File: config.mk
export PLATFORM = sky130hd
export DESIGN_NAME = modbus_rtu_frame_receiver
export DESIGN_NICKNAME = d
export VERILOG_FILES = /design/src/rtl/mrfr_pkg.sv /design/src/rtl/modbus_rtu_frame_receiver.sv
export VERILOG_INCLUDE_DIRS = /design/src /design/src/rtl
export SDC_FILE = /design/constraint.sdc
export NUM_CORES = 1
export LEC_CHECK = 0
export ABC_AREA = 1
export BUFFER_PORTS_ARGS = -buffer_cell sky130_fd_sc_hd__buf_2
export CORE_ASPECT_RATIO = 1.1
export CORE_UTILIZATION = 48
export CTS_CLUSTER_DIAMETER = 100
export DETAILED_ROUTE_END_ITERATION = 12
export PLACE_DENSITY = 0.76
export SYNTH_ARGS = -nofsm -noshare
export SYNTH_HDL_FRONTEND = slang
export SYNTH_SLANG_ARGS = --single-unit
File: constraint.sdc
create_clock -name aclk -period 4.4 [get_ports aclk]
set_input_delay 0.88 -clock aclk [delete_from_list [all_inputs] [get_ports aclk]]
set_output_delay 0.88 -clock aclk [all_outputs]
set_load 0.01 [all_outputs]
File: src/rtl/assert_macros.svh
// Assertion macros shared by the RTL.
`ifndef ASSERT_MACROS_SVH
`define ASSERT_MACROS_SVH

// Implication checked on every rising edge of aclk, ignored while aresetn is low.
`define ASSERT_CLKRST(label, prop, msg) \
    label: assert property (@(posedge aclk) disable iff (!aresetn) (prop)) else $error(msg);

// Implication checked on every rising edge of aclk, including during reset.
`define ASSERT_CLK(label, prop, msg) \
    label: assert property (@(posedge aclk) (prop)) else $error(msg);

`endif

File: src/rtl/mrfr_pkg.sv
// Package: constants, result type and CRC-16/MODBUS byte step for the frame receiver.
package mrfr_pkg;

    localparam logic [7:0]  OWN_ADDRESS_RESET = 8'h01;
    localparam logic [15:0] CRC_INIT          = 16'hFFFF;
    localparam logic [15:0] CRC_POLY          = 16'hA001;
    localparam logic [7:0]  FUNC_WRITE_REG    = 8'h06;
    localparam logic [7:0]  FUNC_WRITE_REG_EX = 8'h86;
    localparam logic [7:0]  ECHO_MARK_BYTE    = 8'h00;

    localparam int          POS_W             = 9;
    localparam logic [8:0]  POS_FUNCTION      = 9'd1;
    localparam logic [8:0]  POS_THIRD         = 9'd2;
    localparam logic [8:0]  POS_FIRST_DATA    = 9'd3;
    localparam logic [8:0]  POS_ECHO_END      = 9'd6;

    localparam logic        KIND_DATA         = 1'b0;
    localparam logic        KIND_STATUS       = 1'b1;

    localparam int          TDATA_W           = 80;

    typedef struct packed {
        logic        kind;
        logic [7:0]  data_byte;
        logic [7:0]  data_index;
        logic [7:0]  slave_address;
        logic [7:0]  function_code;
        logic [7:0]  byte_count;
        logic [15:0] reg_address;
        logic [15:0] reg_value;
        logic        crc_ok;
        logic        address_match;
        logic        echo_form;
    } result_t;

    // Reflected CRC-16, one byte: eight shift-and-xor steps.
    function automatic logic [15:0] crc16_byte(input logic [15:0] crc_in,
                                               input logic [7:0]  b);
        logic [15:0] c;
        c = crc_in ^ {8'h00, b};
        for (int k = 0; k < 8; k++) begin
            if (c[0]) begin
                c = (c >> 1) ^ CRC_POLY;
            end else begin
                c = c >> 1;
            end
        end
        return c;
    endfunction

endpackage

File: src/rtl/modbus_rtu_frame_receiver.sv
// Modbus RTU response frame receiver with CRC-16/MODBUS check (top level).
//
//  channel | dir | handshake             | payload
//  s_axis  | in  | s_axis_tvalid/tready  | tdata: rx_byte; tuser: frame_start
//  m_axis  | out | m_axis_tvalid/tready  | tdata: result fields; tuser: kind
//  cfg     | in  | cfg_valid/cfg_ready   | cfg_data: own_address
//
//  One word accepted per cycle while m_axis is not stalled; a word passes through the input
//  register, then the parse/CRC step into the result register.
//  The CRC step is one byte of the reflected polynomial per word, unrolled over 8 bits.
//  aresetn is synchronous; all frame state is back to idle at the edge that samples it low.
//  A stall on m_axis fills the input register, then drops s_axis_tready.
`include "assert_macros.svh"

module modbus_rtu_frame_receiver (
    input  logic                          aclk,
    input  logic                          aresetn,
    input  logic                          s_axis_tvalid,
    output logic                          s_axis_tready,
    input  logic [7:0]                    s_axis_tdata,  // [7:0] rx_byte
    input  logic                          s_axis_tuser,  // [0] frame_start
    output logic                          m_axis_tvalid,
    input  logic                          m_axis_tready,
    // [7:0] data_byte, [15:8] data_index, [23:16] slave_address,
    // [31:24] function_code, [39:32] byte_count, [55:40] reg_address,
    // [71:56] reg_value, [72] crc_ok, [73] address_match, [74] echo_form,
    // [79:75] zero
    output logic [mrfr_pkg::TDATA_W-1:0]  m_axis_tdata,
    output logic                          m_axis_tuser,  // [0] kind
    input  logic                          cfg_valid,
    output logic                          cfg_ready,
    input  logic [7:0]                    cfg_data       // own_address
);

    // configuration
    logic [7:0] own_address_reg;

    // input register
    logic       in_valid_reg;
    logic [7:0] in_byte_reg;
    logic       in_start_reg;

    // frame state
    logic [mrfr_pkg::POS_W-1:0] pos_reg, pos_next;
    logic [15:0] crc_reg, crc_next;
    logic [7:0]  held_addr_reg, held_addr_next;
    logic [7:0]  held_func_reg, held_func_next;
    logic [7:0]  held_count_reg, held_count_next;
    logic        held_echo_reg, held_echo_next;
    logic [23:0] held_regs_reg, held_regs_next;
    logic [7:0]  held_crc_reg, held_crc_next;
    logic        active_reg, active_next;

    // result register
    logic                  m_valid_reg;
    mrfr_pkg::result_t     res_reg;
    mrfr_pkg::result_t     res_next;
    logic                  res_hit;

    logic                         consume;
    logic [mrfr_pkg::POS_W-1:0]   data_end;
    logic [mrfr_pkg::POS_W-1:0]   pos_data;

    assign consume       = in_valid_reg && (!m_valid_reg || m_axis_tready);
    assign s_axis_tready = !in_valid_reg || consume;
    assign cfg_ready     = 1'b1;

    assign data_end = held_echo_reg ? mrfr_pkg::POS_ECHO_END
                                    : mrfr_pkg::POS_FIRST_DATA + {1'b0, held_count_reg};
    assign pos_data = pos_reg - mrfr_pkg::POS_FIRST_DATA;

    always_comb begin
        pos_next        = pos_reg;
        crc_next        = crc_reg;
        held_addr_next  = held_addr_reg;
        held_func_next  = held_func_reg;
        held_count_next = held_count_reg;
        held_echo_next  = held_echo_reg;
        held_regs_next  = held_regs_reg;
        held_crc_next   = held_crc_reg;
        active_next     = active_reg;
        res_hit         = 1'b0;
        res_next        = '0;

        if (in_start_reg) begin
            // start flag always opens a fresh frame, dropping any partial one
            crc_next        = mrfr_pkg::crc16_byte(mrfr_pkg::CRC_INIT, in_byte_reg);
            held_addr_next  = in_byte_reg;
            held_func_next  = '0;
            held_count_next = '0;
            held_echo_next  = 1'b0;
            held_regs_next  = '0;
            held_crc_next   = '0;
            pos_next        = mrfr_pkg::POS_FUNCTION;
            active_next     = 1'b1;
        end else if (active_reg) begin
            if (pos_reg == mrfr_pkg::POS_FUNCTION) begin
                held_func_next = in_byte_reg;
                crc_next       = mrfr_pkg::crc16_byte(crc_reg, in_byte_reg);
                pos_next       = mrfr_pkg::POS_THIRD;
            end else if (pos_reg == mrfr_pkg::POS_THIRD) begin
                held_echo_next  = ((held_func_reg == mrfr_pkg::FUNC_WRITE_REG) ||
                                   (held_func_reg == mrfr_pkg::FUNC_WRITE_REG_EX)) &&
                                  (in_byte_reg == mrfr_pkg::ECHO_MARK_BYTE);
                held_count_next = held_echo_next ? 8'h00 : in_byte_reg;
                crc_next        = mrfr_pkg::crc16_byte(crc_reg, in_byte_reg);
                pos_next        = mrfr_pkg::POS_FIRST_DATA;
            end else if (pos_reg < data_end) begin
                crc_next = mrfr_pkg::crc16_byte(crc_reg, in_byte_reg);
                pos_next = pos_reg + 9'd1;
                if (held_echo_reg) begin
                    held_regs_next = {held_regs_reg[15:0], in_byte_reg};
                end else begin
                    res_hit             = 1'b1;
                    res_next.kind       = mrfr_pkg::KIND_DATA;
                    res_next.data_byte  = in_byte_reg;
                    res_next.data_index = pos_data[7:0];
                end
            end else if (pos_reg == data_end) begin
                held_crc_next = in_byte_reg;
                pos_next      = pos_reg + 9'd1;
            end else begin
                // second CRC byte closes the frame; CRC is sent low byte first
                active_next            = 1'b0;
                pos_next               = '0;
                res_hit                = 1'b1;
                res_next.kind          = mrfr_pkg::KIND_STATUS;
                res_next.slave_address = held_addr_reg;
                res_next.function_code = held_func_reg;
                res_next.byte_count    = held_count_reg;
                if (held_echo_reg) begin
                    res_next.reg_address = {8'h00, held_regs_reg[23:16]};
                    res_next.reg_value   = held_regs_reg[15:0];
                end
                res_next.crc_ok        = (held_crc_reg == crc_reg[7:0]) &&
                                         (in_byte_reg == crc_reg[15:8]);
                res_next.address_match = (held_addr_reg == own_address_reg);
                res_next.echo_form     = held_echo_reg;
            end
        end
    end

    always_ff @(posedge aclk) begin
        if (!aresetn) begin
            own_address_reg <= mrfr_pkg::OWN_ADDRESS_RESET;
            in_valid_reg    <= 1'b0;
            m_valid_reg     <= 1'b0;
            pos_reg         <= '0;
            crc_reg         <= mrfr_pkg::CRC_INIT;
            held_addr_reg   <= '0;
            held_func_reg   <= '0;
            held_count_reg  <= '0;
            held_echo_reg   <= 1'b0;
            held_regs_reg   <= '0;
            held_crc_reg    <= '0;
            active_reg      <= 1'b0;
        end else begin
            if (cfg_valid) begin
                own_address_reg <= cfg_data;
            end
            if (s_axis_tvalid && s_axis_tready) begin
                in_valid_reg <= 1'b1;
            end else if (consume) begin
                in_valid_reg <= 1'b0;
            end
            if (consume) begin
                m_valid_reg    <= res_hit;
                pos_reg        <= pos_next;
                crc_reg        <= crc_next;
                held_addr_reg  <= held_addr_next;
                held_func_reg  <= held_func_next;
                held_count_reg <= held_count_next;
                held_echo_reg  <= held_echo_next;
                held_regs_reg  <= held_regs_next;
                held_crc_reg   <= held_crc_next;
                active_reg     <= active_next;
            end else if (m_axis_tready) begin
                m_valid_reg <= 1'b0;
            end
        end
    end

    // payload registers, no reset
    always_ff @(posedge aclk) begin
        if (s_axis_tvalid && s_axis_tready) begin
            in_byte_reg  <= s_axis_tdata;
            in_start_reg <= s_axis_tuser;
        end
        if (consume && res_hit) begin
            res_reg <= res_next;
        end
    end

    assign m_axis_tvalid = m_valid_reg;
    assign m_axis_tuser  = res_reg.kind;
    assign m_axis_tdata  = {5'b00000, res_reg.echo_form, res_reg.address_match, res_reg.crc_ok,
                            res_reg.reg_value, res_reg.reg_address, res_reg.byte_count,
                            res_reg.function_code, res_reg.slave_address,
                            res_reg.data_index, res_reg.data_byte};

    `ASSERT_CLKRST(a_idle_pos_zero, !active_reg |-> (pos_reg == '0), "idle with nonzero position")
    `ASSERT_CLKRST(a_status_ends_frame, (consume && res_hit && (res_next.kind == mrfr_pkg::KIND_STATUS)) |=> !active_reg, "frame still active after status word")
    `ASSERT_CLKRST(a_data_not_echo, (consume && res_hit && (res_next.kind == mrfr_pkg::KIND_DATA)) |-> (!held_echo_reg && active_reg), "data word from echo or idle frame")
    `ASSERT_CLK(a_reset_clears, !aresetn |=> (!m_valid_reg && !in_valid_reg && !active_reg), "reset left pipeline busy")

endmodule
==> load_flow_metrics.sql, run 1 <==
INSERT INTO impl_metrics (metric_group, metric, value, unit) VALUES
('run_status', 'run_status', 'finished, violations left', ''),
('run_status', 'violations', 'design-rule violations', ''),
('timing', 'post-route-period-util', '0.809', ''),
('routing', 'drtAntennaViolNets', '0', ''),
('place', 'io_buffers', '91', ''),
('routing', 'detailroute.via_count', '6173', ''),
('worst_setup_path', 'path_delay_family', 'simple AND/OR/NAND/NOR gates', ''),
('routing', 'viasPerCell', '5.15', ''),
('logic_synthesis', 'synthArstFlopShare', '0', ''),
('finish', 'post-route-util', '0.560', ''),
('logic_synthesis', 'postSynth.topFlopCell', 'dfxtp_1', ''),
('timing', 'maxSlewViolCount', '0', ''),
('worst_setup_path', 'slowest_stage', 'inv_2', ''),
('worst_setup_path', 'buffer_and_inverter_count_on_the_worst_path', '4', ''),
('worst_setup_path', 'crit_path_cell_trace', 'inv_1 -> ha_1 -> nor2_1 -> nand2_1 -> nor2_1 -> inv_1 -> nor3_1 -> nand3_1 -> ha_1 -> nand2_1 -> nor2_1 -> nand3b_1 -> nand3_2 -> nand2_1 -> o21ai_0 -> nand2_1 -> inv_2 -> buf_12', ''),
('worst_setup_path', 'crit_path_end_kind', 'register', ''),
('timing', 'period_needed', '3.56', 'ns'),
('cts', 'clock_tree.htree_level_count', '4', ''),
('logic_synthesis', 'synth.yosys.warnings', '0', ''),
('finish', 'final_net_count', '1021', ''),
('routing', 'drt-pass1-iter-count', '10', ''),
('power', 'power-per-cell-area', '383', 'nW/um^2'),
('floorplanning', 'start_util', '0.490', ''),
('worst_setup_path', 'reg2reg_depth', '18', ''),
('global_routing', 'number_of_global_route_vias_before_repair', '5559', ''),
('timing', 'report.final.hold_viol_count', '0', ''),
('cts', 'ctsHoldBuffers', '0', ''),
('global_routing', 'grt_usage', '0.204', ''),
('worst_setup_path', 'critical_path.max_fanout', '49', ''),
('cts', 'clk_path_buf_depth', '2', ''),
('worst_setup_path', 'critPathMostFrequentCell', 'nand2_1', ''),
('worst_setup_path', 'worst_setup_path_start_kind', 'register', ''),
('routing', 'avgRoutedWirePerCell', '14.0', 'um'),
('floorplanning', 'design.core.area', '16400', 'um^2'),
('worst_setup_path', 'worstSetupStartpoint', 'held_count_reg[0]', ''),
('routing', 'detailedRoute.firstIterationViolations', '453', ''),
('power', 'p_leak', '3.64', 'nW'),
('finish', 'fill_cells', '1391', ''),
('cts', 'cts_buffers', '17', ''),
('cts', 'worst_setup_hold_path_clk_slew', '0.06', 'ns'),
('timing', 'clock_skew', '0.00683', 'ns'),
('global_routing', 'grt_first_pass_wirelength', '27200', 'um'),
('logic_synthesis', 'synthTopCellsByArea', 'edfxtp_1 (29%), dfxtp_1 (23%), nand2_1 (7.8%)', ''),
('place', 'final_weighted_congestion_of_routability_driven_global_placement', '0.897', ''),
('timing', 'fmax', '0.281', 'GHz'),
('logic_synthesis', 'netlist-cell-type-count', '47', ''),
('cts', 'latest_clock_arrival_within_the_worst_skew_pair', '0.43', 'ns'),
('routing', 'detail_route.drc_violations', '7', ''),
('logic_synthesis', 'postSynthCellCount', '898', ''),
('worst_setup_path', 'critical_path_required', '4.51', 'ns'),
('place', 'placement.cell_area', '8560', 'um^2'),
('logic_synthesis', 'post_synthesis_cell_area', '8020', 'um^2'),
('timing', 'final_critical_path_setup_slack', '0.842', 'ns'),
('logic_synthesis', 'avgSynthCellArea', '8.93', 'um^2'),
('place', 'detailedPlace.worstSlack', '0.924', 'ns'),
('cts', 'postCtsSetupRepairBufs', '0', ''),
('logic_synthesis', 'synth-edff-count', '77', ''),
('flow_run', 'max-cap-violations', '0', ''),
('worst_setup_path', 'reg2reg_setup_slack', '0.84', 'ns'),
('routing', 'wirelength', '16700', 'um'),
('power', 'irDropWorstVdd', '268', 'uV'),
('global_routing', 'grt_max_degree', '50', ''),
('timing', 'max_slew_margin', '0.402', ''),
('floorplanning', 'die_area', '17200', 'um^2'),
('finish', 'largest_reg_flops', '67', ''),
('logic_synthesis', 'yosys.area.top_type', 'edfxtp_1', ''),
('place', 'hpwl', '11600', 'um'),
('timing', 'grt_setup_unrepaired', 'false', ''),
('worst_setup_path', 'critical_r2r_capture', 'm_axis_tdata[16]', ''),
('worst_setup_path', 'setup.worst_path.end', 'm_axis_tdata[16]', ''),
('finish', 'syn2layout_area_growth', '14.2', '%');
==> area by class of cell <==
| cell class | instances | area [um^2] | area share |
|---|---|---|---|
| Sequential cell | 170 | 4170 | 0.456 |
| Multi-Input combinational cell | 588 | 3220 | 0.351 |
| Inverter | 112 | 425 | 0.0464 |
| Timing Repair Buffer | 93 | 483 | 0.0527 |
| Tap cell | 204 | 255 | 0.0279 |
| Clock inverter | 10 | 75.1 | 0.00820 |
| Clock buffer | 22 | 528 | 0.0576 |
==> report_power, final <==
part / internal (mW) / leakage (nW) / switching, mW / total [mW]
Clock: 0.860 / 0.305 / 0.629 / 1.49
Combinational: 0.0961 / 1.85 / 0.196 / 0.293
Sequential: 1.69 / 1.49 / 0.0378 / 1.72
==> per-stage QoR <==
step,instances,hold slack [ns]
after floorplan,910,0.441
after global placement,1167,0.449
after detailed placement,1167,0.458
after CTS,1199,0.466
after global routing,1199,0.487
final,1199,0.467
==> worst min-delay path, delay by kind of cell, from the launching register on <==
| kind | cells | cell delay [ns] |
|---|---|---|
| DFF | 1 | 0.31 |
| and+or+nand+nor | 1 | 0.06 |
| AOI/OAI and AO/OA | 1 | 0.05 |
==> worst min-delay path by stage <==
stage                           from               end  slack, ns  depth (start not counted)
floorplan           held_func_reg[1]  held_func_reg[1]       0.44                          2
global placement    held_func_reg[4]  held_func_reg[4]       0.45                          2
detailed placement  held_func_reg[7]  held_func_reg[7]       0.46                          2
CTS                 held_func_reg[4]  held_func_reg[4]       0.47                          2
global route        held_func_reg[7]  held_func_reg[7]       0.49                          2
finish              held_func_reg[2]  held_func_reg[2]       0.47                          2
==> cells by family (layout without fill, tap and decap cells) <==
kind of cell,Yosys count,in the layout,synth area share
AOI/OAI and AO/OA,161,161,0.127
xor gates and xnor gates,27,27,0.0295
adders and majority gates,17,17,0.0265
buffers and inverters,152,237,0.0841
DFF,170,170,0.520
other,2,14,0.000936
and+or+nand+nor,369,369,0.211
==> synth_stat cells (3+ instances only) <==
| cell | count |
|---|---|
| or2_2 | 3 |
| dfxtp_1 | 93 |
| a21oi_1 | 64 |
| nor2_1 | 113 |
| ha_1 | 17 |
| a221oi_1 | 3 |
| a211oi_2 | 14 |
| xnor2_1 | 7 |
| nand2_2 | 3 |
| buf_6 | 4 |
| a211oi_1 | 16 |
| nand3_1 | 29 |
| xor2_1 | 20 |
| clkbuf_1 | 13 |
| o21ai_0 | 43 |
| inv_2 | 6 |
| inv_1 | 102 |
| buf_4 | 16 |
| nor2_4 | 6 |
| buf_2 | 7 |
| edfxtp_1 | 77 |
| nand2_1 | 166 |
| nor2_2 | 24 |
| nand4_1 | 5 |
| nor3_1 | 6 |
| o211ai_1 | 11 |
==> layer usage <==
layer  global-route usage  wire length, um
met1                0.253             7280
met2                0.342             8190
met3               0.0443              920
met4               0.0949              357
met5                    0                0
==> cell usage in the layout, fill, tap and decap left out, types with 2 or more instances in the layout <==
master / synthesis / routed
nand2_1: 166 / 166
nor2_1: 113 / 113
inv_1: 102 / 101
dfxtp_1: 93 / 93
buf_2: 7 / 91
edfxtp_1: 77 / 77
a21oi_1: 64 / 64
o21ai_0: 43 / 43
nand3_1: 29 / 29
nor2_2: 24 / 24
xor2_1: 20 / 20
clkbuf_16: 0 / 20
ha_1: 17 / 17
a211oi_1: 16 / 16
a211oi_2: 14 / 14
conb_1: 2 / 14
o211ai_1: 11 / 11
xnor2_1: 7 / 7
inv_2: 6 / 7
nor2_4: 6 / 6
nor3_1: 6 / 6
nand4_1: 5 / 5
clkinv_2: 0 / 4
or2_2: 3 / 3
inv_4: 2 / 3
a221oi_1: 3 / 3
nand2_2: 3 / 3
clkinv_4: 0 / 3
a31oi_1: 2 / 2
nand3_2: 2 / 2
nor4_1: 2 / 2
nand3b_1: 2 / 2
nand3_4: 2 / 2
nor3_4: 2 / 2
clkinv_1: 2 / 2
inv_8: 0 / 2
clkbuf_8: 0 / 2
Note: power is estimated with default switching activity, not from simulation.
==> inputs of run 2 (changes only) <==
PLACE_DENSITY = 0.79   (was 0.76)
clock period = 3 ns   (was 4.4 ns; I/O delays follow)
==> run 2 against run 1 <==
The flow finishes with violations (design-rule violations, negative setup slack). Largest cell class unchanged. Critical path type unchanged. Critical endpoint is now m_axis_tdata[2]. Flip-flop and latch count stayed put. Largest power group unchanged. Highest routed layer unchanged. First-iteration DRC count is 23% higher. Final cell count is 3.5% higher. Clock power is 55% higher.
==> load_flow_metrics.sql, run 2 (same netlist as run 1, synthesis figures left out) <==
INSERT INTO impl_metrics (metric_group, metric, value, unit) VALUES
('run_status', 'run_status', 'finished, violations left', ''),
('run_status', 'violations', 'design-rule violations, negative setup slack', ''),
('cts', 'clk_path_buf_depth', '2', ''),
('finish', 'postLayoutCellArea', '9890', 'um^2'),
('floorplanning', 'start_util', '0.490', ''),
('worst_setup_path', 'worst_setup_path_start_kind', 'register', ''),
('finish', 'layout-drive-gt1-share', '0.263', ''),
('worst_setup_path', 'critical_path.max_fanout', '7', ''),
('cts', 'latest_clock_arrival_within_the_worst_skew_pair', '0.43', 'ns'),
('worst_setup_path', 'critical_path_required', '3.15', 'ns'),
('routing', 'detailroute.via_count', '6589', ''),
('floorplanning', 'design.core.area', '16400', 'um^2'),
('timing', 'grt_setup_unrepaired', 'true', ''),
('global_routing', 'number_of_global_route_vias_before_repair', '5978', ''),
('worst_setup_path', 'crit_path_cell_trace', 'inv_2 -> ha_1 -> nor2_1 -> nand2_1 -> nor2_1 -> inv_1 -> o21ai_0 -> nand3b_1 -> ha_4 -> nand2_1 -> nor2_4 -> nand3b_1 -> nand3_4 -> nand2_4 -> o21ai_2 -> nand2_2 -> clkinvlp_4 -> buf_12 -> clkbuf_16', ''),
('worst_setup_path', 'path_delay_family', 'simple AND/OR/NAND/NOR gates', ''),
('finish', 'largest_reg_flops', '67', ''),
('global_routing', 'overflow', '0', ''),
('routing', 'detail_route.drc_violations', '8', ''),
('finish', 'final_cell_mix', 'nand2_1 (156), nor2_1 (104), inv_1 (98)', ''),
('worst_setup_path', 'buffer_and_inverter_count_on_the_worst_path', '5', ''),
('cts', 'tritoncts_clock_tree', 'yes', ''),
('worst_setup_path', 'path_class', 'register to register', ''),
('routing', 'drt-pass1-iter-count', '10', ''),
('power', 'irDropWorstVdd', '430', 'uV'),
('worst_setup_path', 'crit_arrival', '3.19', 'ns'),
('timing', 'final_critical_path_setup_slack', '-0.0417', 'ns'),
('place', 'io_buffers', '91', ''),
('finish', 'final_net_count', '1063', ''),
('timing', 'max_slew_margin', '0.597', ''),
('timing', 'clock_skew', '0.00928', 'ns'),
('global_routing', 'grt_first_pass_wirelength', '29100', 'um'),
('power', 'p_leak', '3.92', 'nW'),
('timing', 'fmax', '0.329', 'GHz'),
('cts', 'clkSinkCount', '170', ''),
('global_routing', 'grt_usage', '0.218', ''),
('place', 'placement.cell_area', '8730', 'um^2'),
('finish', 'antenna_cells', '0', ''),
('timing', 'setup_violations', '50', ''),
('finish', 'fill_cells', '1299', ''),
('cts', 'cts_buffers', '17', ''),
('worst_hold_path', 'hold_crit_class', 'input port to register', ''),
('global_routing', 'grt_antenna_before_repair', '0', ''),
('timing', 'fin_worst_hold_slack', '0.342', 'ns'),
('power', 'power-per-cell-area', '539', 'nW/um^2'),
('place', 'hpwl', '12300', 'um'),
('finish', 'register_area', '4180', 'um^2'),
('routing', 'viasPerCell', '5.31', ''),
('floorplanning', 'die_width', '125', 'um'),
('timing', 'post-route-period-util', '1.01', ''),
('finish', 'post-route-util', '0.604', ''),
('floorplanning', 'ios', '106', ''),
('cts', 'clock_tree.htree_level_count', '4', ''),
('timing', 'report.final.hold_viol_count', '0', ''),
('cts', 'worst_setup_hold_path_clk_slew', '0.07', 'ns'),
('floorplanning', 'die_area', '17200', 'um^2'),
('timing', 'maxSlewViolCount', '0', ''),
('timing', 'period_needed', '3.04', 'ns'),
('timing', 'fin_tns_setup', '-0.935', 'ns'),
('place', 'final_weighted_congestion_of_routability_driven_global_placement', '0.924', ''),
('flow_run', 'max-cap-violations', '0', ''),
('finish', 'syn2layout_area_growth', '23.3', '%'),
('worst_setup_path', 'crit_path_end_kind', 'register', ''),
('routing', 'drtAntennaViolNets', '0', ''),
('worst_setup_path', 'largest_stage_delay_worst_path', '0.33', 'ns'),
('routing', 'wirelength', '19400', 'um'),
('global_routing', 'grt_max_degree', '45', ''),
('finish', 'layout.cells.most_common', 'nand2_1', ''),
('floorplanning', 'fp-row-count', '49', ''),
('timing', 'worst_pin_slew', '0.605', 'ns'),
('finish', 'multi_input_area', '3370', 'um^2'),
('floorplanning', 'die_height', '138', 'um'),
('worst_setup_path', 'slowest_stage', 'dfxtp_2', ''),
('routing', 'avgRoutedWirePerCell', '15.6', 'um'),
('cts', 'clock_tree.root_cell', 'clkbuf_16', ''),
('routing', 'detailedRoute.firstIterationViolations', '555', '');
## run 2: final cells by class
cell class,instances,area share
timing repair buffer,134,0.103
clock buffer,20,0.0451
sequential,170,0.422
inverter,112,0.0454
timing repair inverter,1,0.000885
clock inverter,12,0.0172
tap,204,0.0258
multi-input combinational,588,0.340
## run 2: through the flow
| step | power (mW) | setup slack (ns) | instances |
|---|---|---|---|
| floorplan | 2.91 | -0.521 | 910 |
| global placement | 3.00 | 0.0880 | 1182 |
| detailed placement | 3.02 | -0.0120 | 1182 |
| CTS | 5.30 | 0.00276 | 1220 |
| global route | 5.51 | -0.239 | 1241 |
| finish | 5.33 | -0.0417 | 1241 |
## run 2: worst paths after layout
path	depth (start not counted)	startpoint	to	slack, ns
max reg2reg	19	held_count_reg[0]	m_axis_tdata[2]	-0.04
min reg2reg	2	held_func_reg[6]	held_func_reg[6]	0.47
min	1	s_axis_tdata[6]	in_byte_reg[6]	0.34
max	19	held_count_reg[0]	m_axis_tdata[2]	-0.04
## run 2: where the power goes
| part | leakage [nW] | total [mW] | internal, mW | switching (mW) |
|---|---|---|---|---|
| sequential | 1.49 | 2.53 | 2.47 | 0.0536 |
| clock | 0.295 | 2.31 | 1.41 | 0.899 |
| combinational | 2.14 | 0.497 | 0.173 | 0.324 |
## run 2: per-layer routing
| layer | wire [um] | GRT usage | vias up |
|---|---|---|---|
| met5 | 0 | 0 | - |
| met4 | 550 | 0.121 | 0 |
| met3 | 1140 | 0.0443 | 43 |
| met2 | 9800 | 0.373 | 274 |
| met1 | 7890 | 0.260 | 3082 |
| li1 | - | - | 3190 |
## run 2: timing repair
item,in CTS,in global routing
cloned,1,10
pin swaps,4,17
endpoints found under the setup margin,50,189
gates resized for setup,3,63
hold buffers,0,0
setup buffers,5,12
